File: config.mk
export PLATFORM = sky130hd
export DESIGN_NAME = diff_drive_mixer_deadzone
export DESIGN_NICKNAME = d
export VERILOG_FILES = /design/src/hdl/ddmd_pkg.sv /design/src/hdl/diff_drive_mixer_deadzone.sv
export VERILOG_INCLUDE_DIRS = /design/src /design/src/hdl
export SDC_FILE = /design/constraint.sdc
export NUM_CORES = 1
export LEC_CHECK = 0
export ABC_CLOCK_PERIOD_IN_PS = 8850
export BUFFER_PORTS_ARGS = -buffer_cell sky130_fd_sc_hd__buf_4
export CAP_MARGIN = 20
export CORE_MARGIN = 8
export CORE_UTILIZATION = 63
export CTS_BUF_LIST = sky130_fd_sc_hd__clkbuf_16
export CTS_CLUSTER_DIAMETER = 200
export DETAILED_ROUTE_END_ITERATION = 7
export MAX_ROUTING_LAYER = met4
export PLACE_DENSITY = 0.85
export RECOVER_POWER = 25
export SYNTH_ARGS = -nofsm -noshare
export SYNTH_HDL_FRONTEND = slang
export SYNTH_SLANG_ARGS = --single-unit
File: constraint.sdc
create_clock -name clk -period 8.85 [get_ports clk]
set_input_delay 0.4425 -clock clk [delete_from_list [all_inputs] [get_ports clk]]
set_output_delay 0.4425 -clock clk [all_outputs]
set_load 0.02 [all_outputs]
File: src/hdl/assert_macros.svh
// assertion macros for the rtl files (included by diff_drive_mixer_deadzone)
// each macro expects clk and rst_n to be visible where it is used
`ifndef ASSERT_MACROS_SVH
`define ASSERT_MACROS_SVH

// implication checked at every rising edge outside reset
`define ASSERT_CLK(lbl, prop, msg) \
    lbl: assert property (@(posedge clk) disable iff (!rst_n) prop) else $error(msg);

// condition that must never hold outside reset
`define ASSERT_NEVER(lbl, cond, msg) \
    lbl: assert property (@(posedge clk) disable iff (!rst_n) !(cond)) else $error(msg);

`endif

File: src/hdl/ddmd_pkg.sv
// constants and codes for the differential drive mixer with dead-zone compensation
// no dependencies
`default_nettype none

package ddmd_pkg;

    localparam int MAX_PWM_DEF = 1023;

    localparam int CMD_W     = 13;
    localparam int OUT_CMD_W = 11;
    localparam int DUTY_W    = 10;
    localparam int DZ_W      = 10;
    localparam int OP_W      = 2;
    localparam int CFG_IDX_W = 1;

    localparam int NOISE_BAND = 8;
    localparam int BLEND_SPAN = 96;
    localparam int BLEND_W    = 7;

    // divide by 96 as a shift by 5 and a multiply by the reciprocal of 3
    localparam int SPAN_SHIFT  = 5;
    localparam int DIV3_MUL    = 2731;
    localparam int DIV3_MUL_W  = 12;
    localparam int DIV3_SHIFT  = 13;

    typedef enum logic [OP_W-1:0] {
        OP_DRIVE = 2'd0,
        OP_RAW   = 2'd1,
        OP_STOP  = 2'd2
    } op_t;

    localparam logic [CFG_IDX_W-1:0] REG_LEFT_DZ  = 1'b0;
    localparam logic [CFG_IDX_W-1:0] REG_RIGHT_DZ = 1'b1;

endpackage

`default_nettype wire

File: src/hdl/diff_drive_mixer_deadzone.sv
// differential drive mixer: balance/turn mixing, clamp, dead-zone compensation, duty split
// depends on ddmd_pkg and assert_macros.svh
//
// usage
//   input channel in_valid/in_ready carries op, balance_cmd, turn_cmd, raw_left, raw_right;
//   output channel out_valid/out_ready carries the clamped commands and four bridge duties.
//   op drive mixes balance +/- turn, clamps to +/-MAX_PWM and applies dead-zone
//   compensation per side; op raw only clamps the raw commands; op stop (and code 3)
//   returns all zeros.
//   dead zones are written through cfg_we/cfg_index/cfg_wdata, index 0 left and 1 right,
//   taking effect in the next cycle; write them only while no transaction is in flight.
// pipeline and throughput
//   four register stages (mix and clamp, magnitude and dead-zone product, divide by 96,
//   saturate and split); one transaction per cycle is sustained while out_ready is high;
//   the multiplies in stages 2 and 3 set the depth.
// reset
//   rst_n clears all valid bits and both dead zones (compensation off).
// stall
//   each stage holds while the one after it is full and not moving, so a stalled
//   receiver fills the pipeline; in_ready drops only when all four stages are full.
`default_nettype none

module diff_drive_mixer_deadzone #(
    parameter int MAX_PWM = ddmd_pkg::MAX_PWM_DEF
) (
    input  wire                                   clk,
    input  wire                                   rst_n,

    input  wire                                   cfg_we,
    input  wire  [ddmd_pkg::CFG_IDX_W-1:0]        cfg_index,
    input  wire  [ddmd_pkg::DZ_W-1:0]             cfg_wdata,

    input  wire                                   in_valid,
    output logic                                  in_ready,
    input  wire  [ddmd_pkg::OP_W-1:0]             op,
    input  wire  signed [ddmd_pkg::CMD_W-1:0]     balance_cmd,
    input  wire  signed [ddmd_pkg::CMD_W-1:0]     turn_cmd,
    input  wire  signed [ddmd_pkg::CMD_W-1:0]     raw_left,
    input  wire  signed [ddmd_pkg::CMD_W-1:0]     raw_right,

    output logic                                  out_valid,
    input  wire                                   out_ready,
    output logic signed [ddmd_pkg::OUT_CMD_W-1:0] left_cmd,
    output logic signed [ddmd_pkg::OUT_CMD_W-1:0] right_cmd,
    output logic [ddmd_pkg::DUTY_W-1:0]           left_fwd_duty,
    output logic [ddmd_pkg::DUTY_W-1:0]           left_rev_duty,
    output logic [ddmd_pkg::DUTY_W-1:0]           right_fwd_duty,
    output logic [ddmd_pkg::DUTY_W-1:0]           right_rev_duty
);

    `include "assert_macros.svh"

    localparam int MAG_W  = $clog2(MAX_PWM + 1);
    localparam int CW     = ((MAG_W > ddmd_pkg::CMD_W) ? MAG_W : ddmd_pkg::CMD_W) + 2;
    localparam int SUM_W  = ((MAG_W > ddmd_pkg::DZ_W) ? MAG_W : ddmd_pkg::DZ_W) + 1;
    localparam int PROD_W = ddmd_pkg::DZ_W + ddmd_pkg::BLEND_W;
    localparam int Q_W    = PROD_W + 1 - ddmd_pkg::SPAN_SHIFT;
    localparam int T_W    = Q_W + ddmd_pkg::DIV3_MUL_W;
    localparam int OCW    = ddmd_pkg::OUT_CMD_W;
    localparam int DW     = ddmd_pkg::DUTY_W;

    localparam logic signed [CW-1:0] PWM_HI = CW'(MAX_PWM);
    localparam logic signed [CW-1:0] PWM_LO = -PWM_HI;

    function automatic logic signed [CW-1:0] clamp_pwm(input logic signed [CW-1:0] v);
        logic signed [CW-1:0] r;
        begin
            r = v;
            if (v > PWM_HI)
            begin
                r = PWM_HI;
            end
            else if (v < PWM_LO)
            begin
                r = PWM_LO;
            end
            return r;
        end
    endfunction

    // dead-zone registers
    logic [ddmd_pkg::DZ_W-1:0] dz_reg [2];

    always_ff @(posedge clk or negedge rst_n)
    begin
        if (!rst_n)
        begin
            dz_reg[0] <= '0;
            dz_reg[1] <= '0;
        end
        else if (cfg_we)
        begin
            unique case (cfg_index)
                ddmd_pkg::REG_LEFT_DZ:  dz_reg[0] <= cfg_wdata;
                ddmd_pkg::REG_RIGHT_DZ: dz_reg[1] <= cfg_wdata;
                default:                dz_reg[0] <= dz_reg[0];
            endcase
        end
    end

    // handshake and valid chain
    logic s1_valid_reg, s2_valid_reg, s3_valid_reg, out_valid_reg;
    logic rdy1, rdy2, rdy3, rdy4;

    assign rdy4     = !out_valid_reg || out_ready;
    assign rdy3     = !s3_valid_reg || rdy4;
    assign rdy2     = !s2_valid_reg || rdy3;
    assign rdy1     = !s1_valid_reg || rdy2;
    assign in_ready = rdy1;

    always_ff @(posedge clk or negedge rst_n)
    begin
        if (!rst_n)
        begin
            s1_valid_reg  <= 1'b0;
            s2_valid_reg  <= 1'b0;
            s3_valid_reg  <= 1'b0;
            out_valid_reg <= 1'b0;
        end
        else
        begin
            if (rdy1)
            begin
                s1_valid_reg <= in_valid;
            end
            if (rdy2)
            begin
                s2_valid_reg <= s1_valid_reg;
            end
            if (rdy3)
            begin
                s3_valid_reg <= s2_valid_reg;
            end
            if (rdy4)
            begin
                out_valid_reg <= s3_valid_reg;
            end
        end
    end

    // stage 1: mix and clamp
    logic signed [CW-1:0] s1_cmd_next [2];
    logic                 s1_comp_next;
    logic signed [CW-1:0] s1_cmd_reg  [2];
    logic                 s1_comp_reg;

    always_comb
    begin
        s1_cmd_next[0] = '0;
        s1_cmd_next[1] = '0;
        s1_comp_next   = 1'b0;
        unique case (ddmd_pkg::op_t'(op))
            ddmd_pkg::OP_DRIVE:
            begin
                s1_cmd_next[0] = clamp_pwm(CW'(balance_cmd) + CW'(turn_cmd));
                s1_cmd_next[1] = clamp_pwm(CW'(balance_cmd) - CW'(turn_cmd));
                s1_comp_next   = 1'b1;
            end
            ddmd_pkg::OP_RAW:
            begin
                s1_cmd_next[0] = clamp_pwm(CW'(raw_left));
                s1_cmd_next[1] = clamp_pwm(CW'(raw_right));
            end
            default:
            begin
                s1_comp_next = 1'b0;
            end
        endcase
    end

    always_ff @(posedge clk)
    begin
        if (rdy1)
        begin
            s1_cmd_reg  <= s1_cmd_next;
            s1_comp_reg <= s1_comp_next;
        end
    end

    // stage 2: magnitude, noise band, dead-zone times blend
    logic [MAG_W-1:0]   s2_mag_next  [2];
    logic               s2_neg_next  [2];
    logic [PROD_W-1:0]  s2_prod_next [2];
    logic [MAG_W-1:0]   s2_mag_reg   [2];
    logic               s2_neg_reg   [2];
    logic [PROD_W-1:0]  s2_prod_reg  [2];
    logic [OCW-1:0]     s2_cmd_reg   [2];

    always_comb
    begin
        logic [MAG_W-1:0]             mag;
        logic                         use_comp;
        logic                         quiet;
        logic [ddmd_pkg::BLEND_W-1:0] blend;
        logic [ddmd_pkg::DZ_W-1:0]    dzc;
        for (int i = 0; i < 2; i++)
        begin
            s2_neg_next[i] = s1_cmd_reg[i] < 0;
            mag = s2_neg_next[i] ? MAG_W'(-s1_cmd_reg[i]) : MAG_W'(s1_cmd_reg[i]);
            use_comp = s1_comp_reg && (dz_reg[i] != '0);
            quiet = use_comp && (int'(mag) <= ddmd_pkg::NOISE_BAND);
            if (!use_comp || quiet)
            begin
                blend = '0;
            end
            else if (int'(mag) < ddmd_pkg::BLEND_SPAN)
            begin
                blend = ddmd_pkg::BLEND_W'(mag);
            end
            else
            begin
                blend = ddmd_pkg::BLEND_W'(ddmd_pkg::BLEND_SPAN);
            end
            dzc = (int'(dz_reg[i]) > MAX_PWM) ? ddmd_pkg::DZ_W'(MAX_PWM) : dz_reg[i];
            s2_prod_next[i] = PROD_W'(dzc) * PROD_W'(blend);
            s2_mag_next[i]  = quiet ? '0 : mag;
        end
    end

    always_ff @(posedge clk)
    begin
        if (rdy2)
        begin
            s2_mag_reg  <= s2_mag_next;
            s2_neg_reg  <= s2_neg_next;
            s2_prod_reg <= s2_prod_next;
            s2_cmd_reg[0] <= s1_cmd_reg[0][OCW-1:0];
            s2_cmd_reg[1] <= s1_cmd_reg[1][OCW-1:0];
        end
    end

    // stage 3: rounded divide by 96
    logic [T_W-1:0]   s3_t_next   [2];
    logic [T_W-1:0]   s3_t_reg    [2];
    logic [MAG_W-1:0] s3_mag_reg  [2];
    logic             s3_neg_reg  [2];
    logic [OCW-1:0]   s3_cmd_reg  [2];

    always_comb
    begin
        logic [PROD_W:0] rnd;
        logic [Q_W-1:0]  q;
        for (int i = 0; i < 2; i++)
        begin
            rnd = (PROD_W+1)'(s2_prod_reg[i]) + (PROD_W+1)'(ddmd_pkg::BLEND_SPAN / 2);
            q   = rnd[PROD_W:ddmd_pkg::SPAN_SHIFT];
            s3_t_next[i] = T_W'(q) * T_W'(ddmd_pkg::DIV3_MUL);
        end
    end

    always_ff @(posedge clk)
    begin
        if (rdy3)
        begin
            s3_t_reg   <= s3_t_next;
            s3_mag_reg <= s2_mag_reg;
            s3_neg_reg <= s2_neg_reg;
            s3_cmd_reg <= s2_cmd_reg;
        end
    end

    // stage 4: add, saturate, split into bridge duties
    logic [DW-1:0]  fwd_next [2];
    logic [DW-1:0]  rev_next [2];
    logic [DW-1:0]  fwd_reg  [2];
    logic [DW-1:0]  rev_reg  [2];
    logic [OCW-1:0] cmd_reg  [2];

    always_comb
    begin
        logic [SUM_W-1:0] comp;
        logic [SUM_W-1:0] outm;
        for (int i = 0; i < 2; i++)
        begin
            comp = SUM_W'(s3_t_reg[i][T_W-1:ddmd_pkg::DIV3_SHIFT]);
            outm = SUM_W'(s3_mag_reg[i]) + comp;
            if (outm > SUM_W'(MAX_PWM))
            begin
                outm = SUM_W'(MAX_PWM);
            end
            fwd_next[i] = s3_neg_reg[i] ? '0 : outm[DW-1:0];
            rev_next[i] = s3_neg_reg[i] ? outm[DW-1:0] : '0;
        end
    end

    always_ff @(posedge clk)
    begin
        if (rdy4)
        begin
            fwd_reg <= fwd_next;
            rev_reg <= rev_next;
            cmd_reg <= s3_cmd_reg;
        end
    end

    assign out_valid      = out_valid_reg;
    assign left_cmd       = cmd_reg[0];
    assign right_cmd      = cmd_reg[1];
    assign left_fwd_duty  = fwd_reg[0];
    assign left_rev_duty  = rev_reg[0];
    assign right_fwd_duty = fwd_reg[1];
    assign right_rev_duty = rev_reg[1];

    // checks
    `ASSERT_CLK(a_empty_out_takes_input, !out_valid |-> in_ready,
        "input blocked while output stage empty")
    `ASSERT_NEVER(a_left_both_dirs, out_valid && left_fwd_duty != '0 && left_rev_duty != '0,
        "left bridge driven both ways")
    `ASSERT_NEVER(a_right_both_dirs, out_valid && right_fwd_duty != '0 && right_rev_duty != '0,
        "right bridge driven both ways")
    `ASSERT_NEVER(a_left_sign, MAX_PWM <= 1023 && out_valid && left_cmd[OCW-1]
        && left_fwd_duty != '0, "left forward duty on a negative command")

endmodule

`default_nettype wire
Yosys cells after proc, flatten, opt, wreduce, memory -nomap -nowiden
Index checks and enable logic that the tools add are counted.
{"block": "word_totals", "regBits": 287, "input_bits": 70, "output_inout_bits": 64}
{"block": "classes", "add_sub_neg": 8, "mul": 4, "magnitude_cmp": 16, "n_eq_ne": 1, "mux": 18, "bitwise": 1, "n_reduce_logical": 21}
{"op": "2-to-1 mux 15 bit", "count": 8}
{"op": "one-hot mux 30 bit (2 select lines)", "count": 1}
{"op": "multiplier 13 x 12 -> 24 bit, second input constant", "count": 2}
{"op": "2-to-1 mux 10 bit", "count": 4}
{"op": "adder 17 x 6 -> 18 bit, second input constant", "count": 2}
{"op": "multiplier 10 x 7 -> 17 bit", "count": 2}
{"op": "< comparator 15 x 1 -> 1 bit, second input constant", "count": 2}
{"op": "greater-than comparator 14 x 11 -> 1 bit, second input constant", "count": 2}
{"op": "< comparator 14 x 11 -> 1 bit, second input constant", "count": 2}
{"op": "2-to-1 mux 7 bit", "count": 4}
{"op": "greater-than comparator 13 x 11 -> 1 bit, second input constant", "count": 2}
{"op": "< comparator 13 x 11 -> 1 bit, second input constant", "count": 2}
{"op": "adder 10 x 11 -> 11 bit", "count": 2}
{"op": "greater-than comparator 11 x 10 -> 1 bit, second input constant", "count": 2}
{"op": "less-or-equal comparator 10 x 4 -> 1 bit, second input constant", "count": 2}
{"op": "< comparator 10 x 7 -> 1 bit, second input constant", "count": 2}
{"op": "negator 10 bit", "count": 2}
{"op": "nonzero test 10 bit", "count": 2}
{"op": "adder 13 x 13 -> 14 bit", "count": 1}
{"op": "subtractor 13 x 13 -> 14 bit", "count": 1}
{"op": "logical NOT 1 bit", "count": 6}
{"op": "logical OR 1 bit", "count": 6}
{"op": "logical AND 1 bit", "count": 4}
{"op": "AND reduction 2 bit", "count": 2}
{"op": "other kinds (4)", "count": 4}

Logic depth before layout (Yosys ltp)
{"block": "depth", "ltp_word": 7, "ltp_mapped": 27, "depth_no_buf": 27}

Worst setup path before layout
Ideal clock, no wire load.
{"block": "synth_timing", "path_type": "register to register", "from": "register s1_cmd_reg[2] (netlist name)", "to": "register s2_prod_reg[15] (netlist name), data pin", "arrival_time_ns": 6.224, "required_ns": 8.592, "setup_slack_ns": 2.369, "path_stages_with_launch": 22, "path_buffers": 0, "synth_period_minus_slack_ns": 6.481, "path_cell_list": "edfxtp_1 > or3_4 > or4_4 > mux2_4 > a21oi_1 > nand4b_1 > nor2_1 > and2_1 > fa_1 > fa_1 > fa_1 > inv_1 > fa_1 > inv_1 > ha_1 > a21oi_1 > nand2_1 > a311oi_4 > o311ai_1 > a21o_1 > a21oi_1 > xnor2_1"}
{"item": "start: declaration", "line_no": "diff_drive_mixer_deadzone.sv:144", "text": "logic signed [CW-1:0] s1_cmd_reg [2];"}
{"item": "start signal: assignment", "line_no": "diff_drive_mixer_deadzone.sv:175", "text": "s1_cmd_reg <= s1_cmd_next;"}
{"item": "end signal: assignment", "line_no": "diff_drive_mixer_deadzone.sv:226", "text": "s2_prod_reg <= s2_prod_next;"}
{"item": "end: declaration", "line_no": "diff_drive_mixer_deadzone.sv:186", "text": "logic [PROD_W-1:0] s2_prod_reg [2];"}

==> results.json <==
{
  "status": "completed",
  "hpwlAfterDp_um": 37800,
  "hold_path_class": "primary input to register",
  "setup_viol": 0,
  "fmax_mhz": 137,
  "crit_chain": "inv_1 -> ha_1 -> nor2b_1 -> nor3_1 -> o311ai_0 -> o2111ai_1 -> or2_2 -> nor2_1 -> and2_1 -> fa_1 -> fa_1 -> fa_1 -> inv_1 -> fa_1 -> inv_1 -> ha_1 -> a21o_1 -> a21oi_1 -> o21ai_0 -> a21oi_1 -> o21ai_0 -> o41ai_1 -> xnor2_1",
  "critPathCaptureType": "register",
  "area_growth_pct": 11.4,
  "synthArstFlopShare_pct": 9.72,
  "slowest_delay_ns": 0.55,
  "critPathBufInv": 3,
  "dr_wl_met3_um": 2630,
  "r2r_slack_ns": 1.57,
  "rsz0062_at_grt": "no",
  "synth.area.top_cells": "edfxtp_1 31%, ha_1 17%, fa_1 16%",
  "yosysMostFrequentCell": "inv_1",
  "start_util_pct": 63.8,
  "vias": 14800,
  "wl_met1_um": 20800,
  "synth_top_area_share_pct": 31.4,
  "avgViaCountPerCell": 5.77,
  "clock_latency_ns": 0.53,
  "fillers": 2306,
  "drt-total-wl_um": 47000,
  "synth_edf_count": 223,
  "crit_path_start_kind": "register",
  "cts_tree": "done",
  "grt_pass1_vias": 15600,
  "first_pass_iters": 5,
  "ys_types": 76,
  "routed.top_layer": "met4",
  "cts_max_path_buffers": 3,
  "wl_per_cell_um": 18.3,
  "htree_num_levels": 1,
  "synthCells": 1967,
  "crit_slowest_cell": "fa_1",
  "grt_first_pass_wirelength_um": 77600,
  "avgSynthCellArea_um2": 10.9,
  "cts_post_setup_buffers_inserted": 0,
  "grt_antenna_before_repair": 0,
  "ant_nets": 0,
  "route.detailed.drc": 0,
  "postCtsResizedCells": 0,
  "wl_met2_um": 22700,
  "die_x_um": 200,
  "seqCellArea_mm2": 0.00730,
  "dieArea_mm2": 0.0400,
  "grt.total_usage_pct": 24.7,
  "critPathTopFamily": "adder cells",
  "arrival_ns": 7.55,
  "multi_input_area_mm2": 0.0127,
  "cp_max_fo": 10,
  "setup_tns_ns": 0,
  "max_slew_margin_pct": 17.2,
  "tightest_slew_ns": 1.24,
  "clk_pin_slew_worst_paths_ns": 0.06,
  "cts-root-buf": "clkbuf_16",
  "gp_congestion": 0.970,
  "utilization_pct": 71.1,
  "fin_worst_skew_ns": 0.0176,
  "n_antenna_cell": 0,
  "hold_violations": 0,
  "io_pins": 134,
  "nets": 2625,
  "ys_ff_latch": 247,
  "cpMostUsedCell": "fa_1",
  "crit_required_ns": 9.11,
  "grt-ovfl-total": 0,
  "holdPathStages": 2,
  "ys_warn_count": 0,
  "fin_crit_sh_pct": 82.3,
  "drive_gt1_share_pct": 10.6,
  "core_mm2": 0.0334,
  "synth_largest_area_cell": "edfxtp_1",
  "fin_crit_ns": 7.28,
  "synthFlopType": "edfxtp_1",
  "cp.depth": 23,
  "grt_max_degree": 72,
  "rows": 67,
  "first_iter_violations": 915,
  "syn_area_mm2": 0.0213,
  "cts_buffers": 26,
  "r2r_cells": 23,
  "synth_commonest_cells": "333 x inv_1, 286 x ha_1, 223 x edfxtp_1",
  "die_y_um": 200,
  "slew_violations": 0,
  "largest_reg_flops": 26,
  "portBuffers": 133,
  "cts.sinks": 247,
  "critPathKind": "register to register",
  "yosysSeqAreaShare_pct": 34.2,
  "drv_cap": 0,
  "synth_nets": 2491
}
layer usage:
layer,GRT usage (%),vias to the layer above
met3,2.77,78
met2,41.3,451
met5,-,-
li1,-,6984
met4,5.53,0
met1,32.3,7320
cell type report:
cell class,instances,share of cell area [%]
inverters,335,5.29
clock inverters,22,1.18
clock buffers,26,2.74
repair buffers,140,4.37
flip-flops and latches,247,30.7
well taps,448,2.36
multi-input cells,1351,53.4
kinds of logic after synthesis:
family / synth area share [%]
muxes: 1.41
DFF: 34.2
and+or+nand+nor: 11.7
buffers and inverters: 6.49
AOI/OAI and AO/OA: 8.92
adders and majority gates: 32.5
xor gates and xnor gates: 4.80
final timing paths:
kind | startpoint | endpoint
worst max-delay path | s1_cmd_reg[15] | s2_prod_reg[33]
worst max register to register | s1_cmd_reg[15] | s2_prod_reg[33]
worst min register to register | s2_cmd_reg[10] | s3_cmd_reg[10]
worst min-delay path | in_valid | s1_valid_reg
min in group asynchronous | rst_n | dz_reg[4]
max in group asynchronous | rst_n | dz_reg[15]
per-stage QoR:
stage	hold slack (ns)	worst slack [ns]	cells	cell area, um^2
floorplan	0.147	2.37	1967	21300
global placement	0.348	1.98	2518	22800
detailed placement	0.351	1.71	2518	22800
CTS	0.116	1.67	2567	23800
global route	0.135	1.17	2569	23800
finish	0.137	1.57	2569	23800
timing repair:
action	4_1_cts	5_1_grt
hold buffers	1	0
endpoints found under the hold margin	24	0
setup endpoints to repair	0	0
placed cells by master, fill, tap and decap left out, drive strengths merged, types with 10 or more instances in the layout:
cell	n
and3	15
o41ai	10
nand2b	33
xnor2	78
buf	134
nand3	24
a21oi	101
nand4	13
nor3	28
dfrtp	24
a31oi	10
nor2	103
a221oi	20
nand2	85
ha	286
nor4	10
o21a	13
clkbuf	31
or3	10
mux2	21
and2	109
inv	344
a21o	18
xor2	39
edfxtp	223
nor2b	16
fa	168
o21ai	35
Power is not shown: default switching activity piles up to over one toggle a cycle in this logic, so the estimate is an artifact.
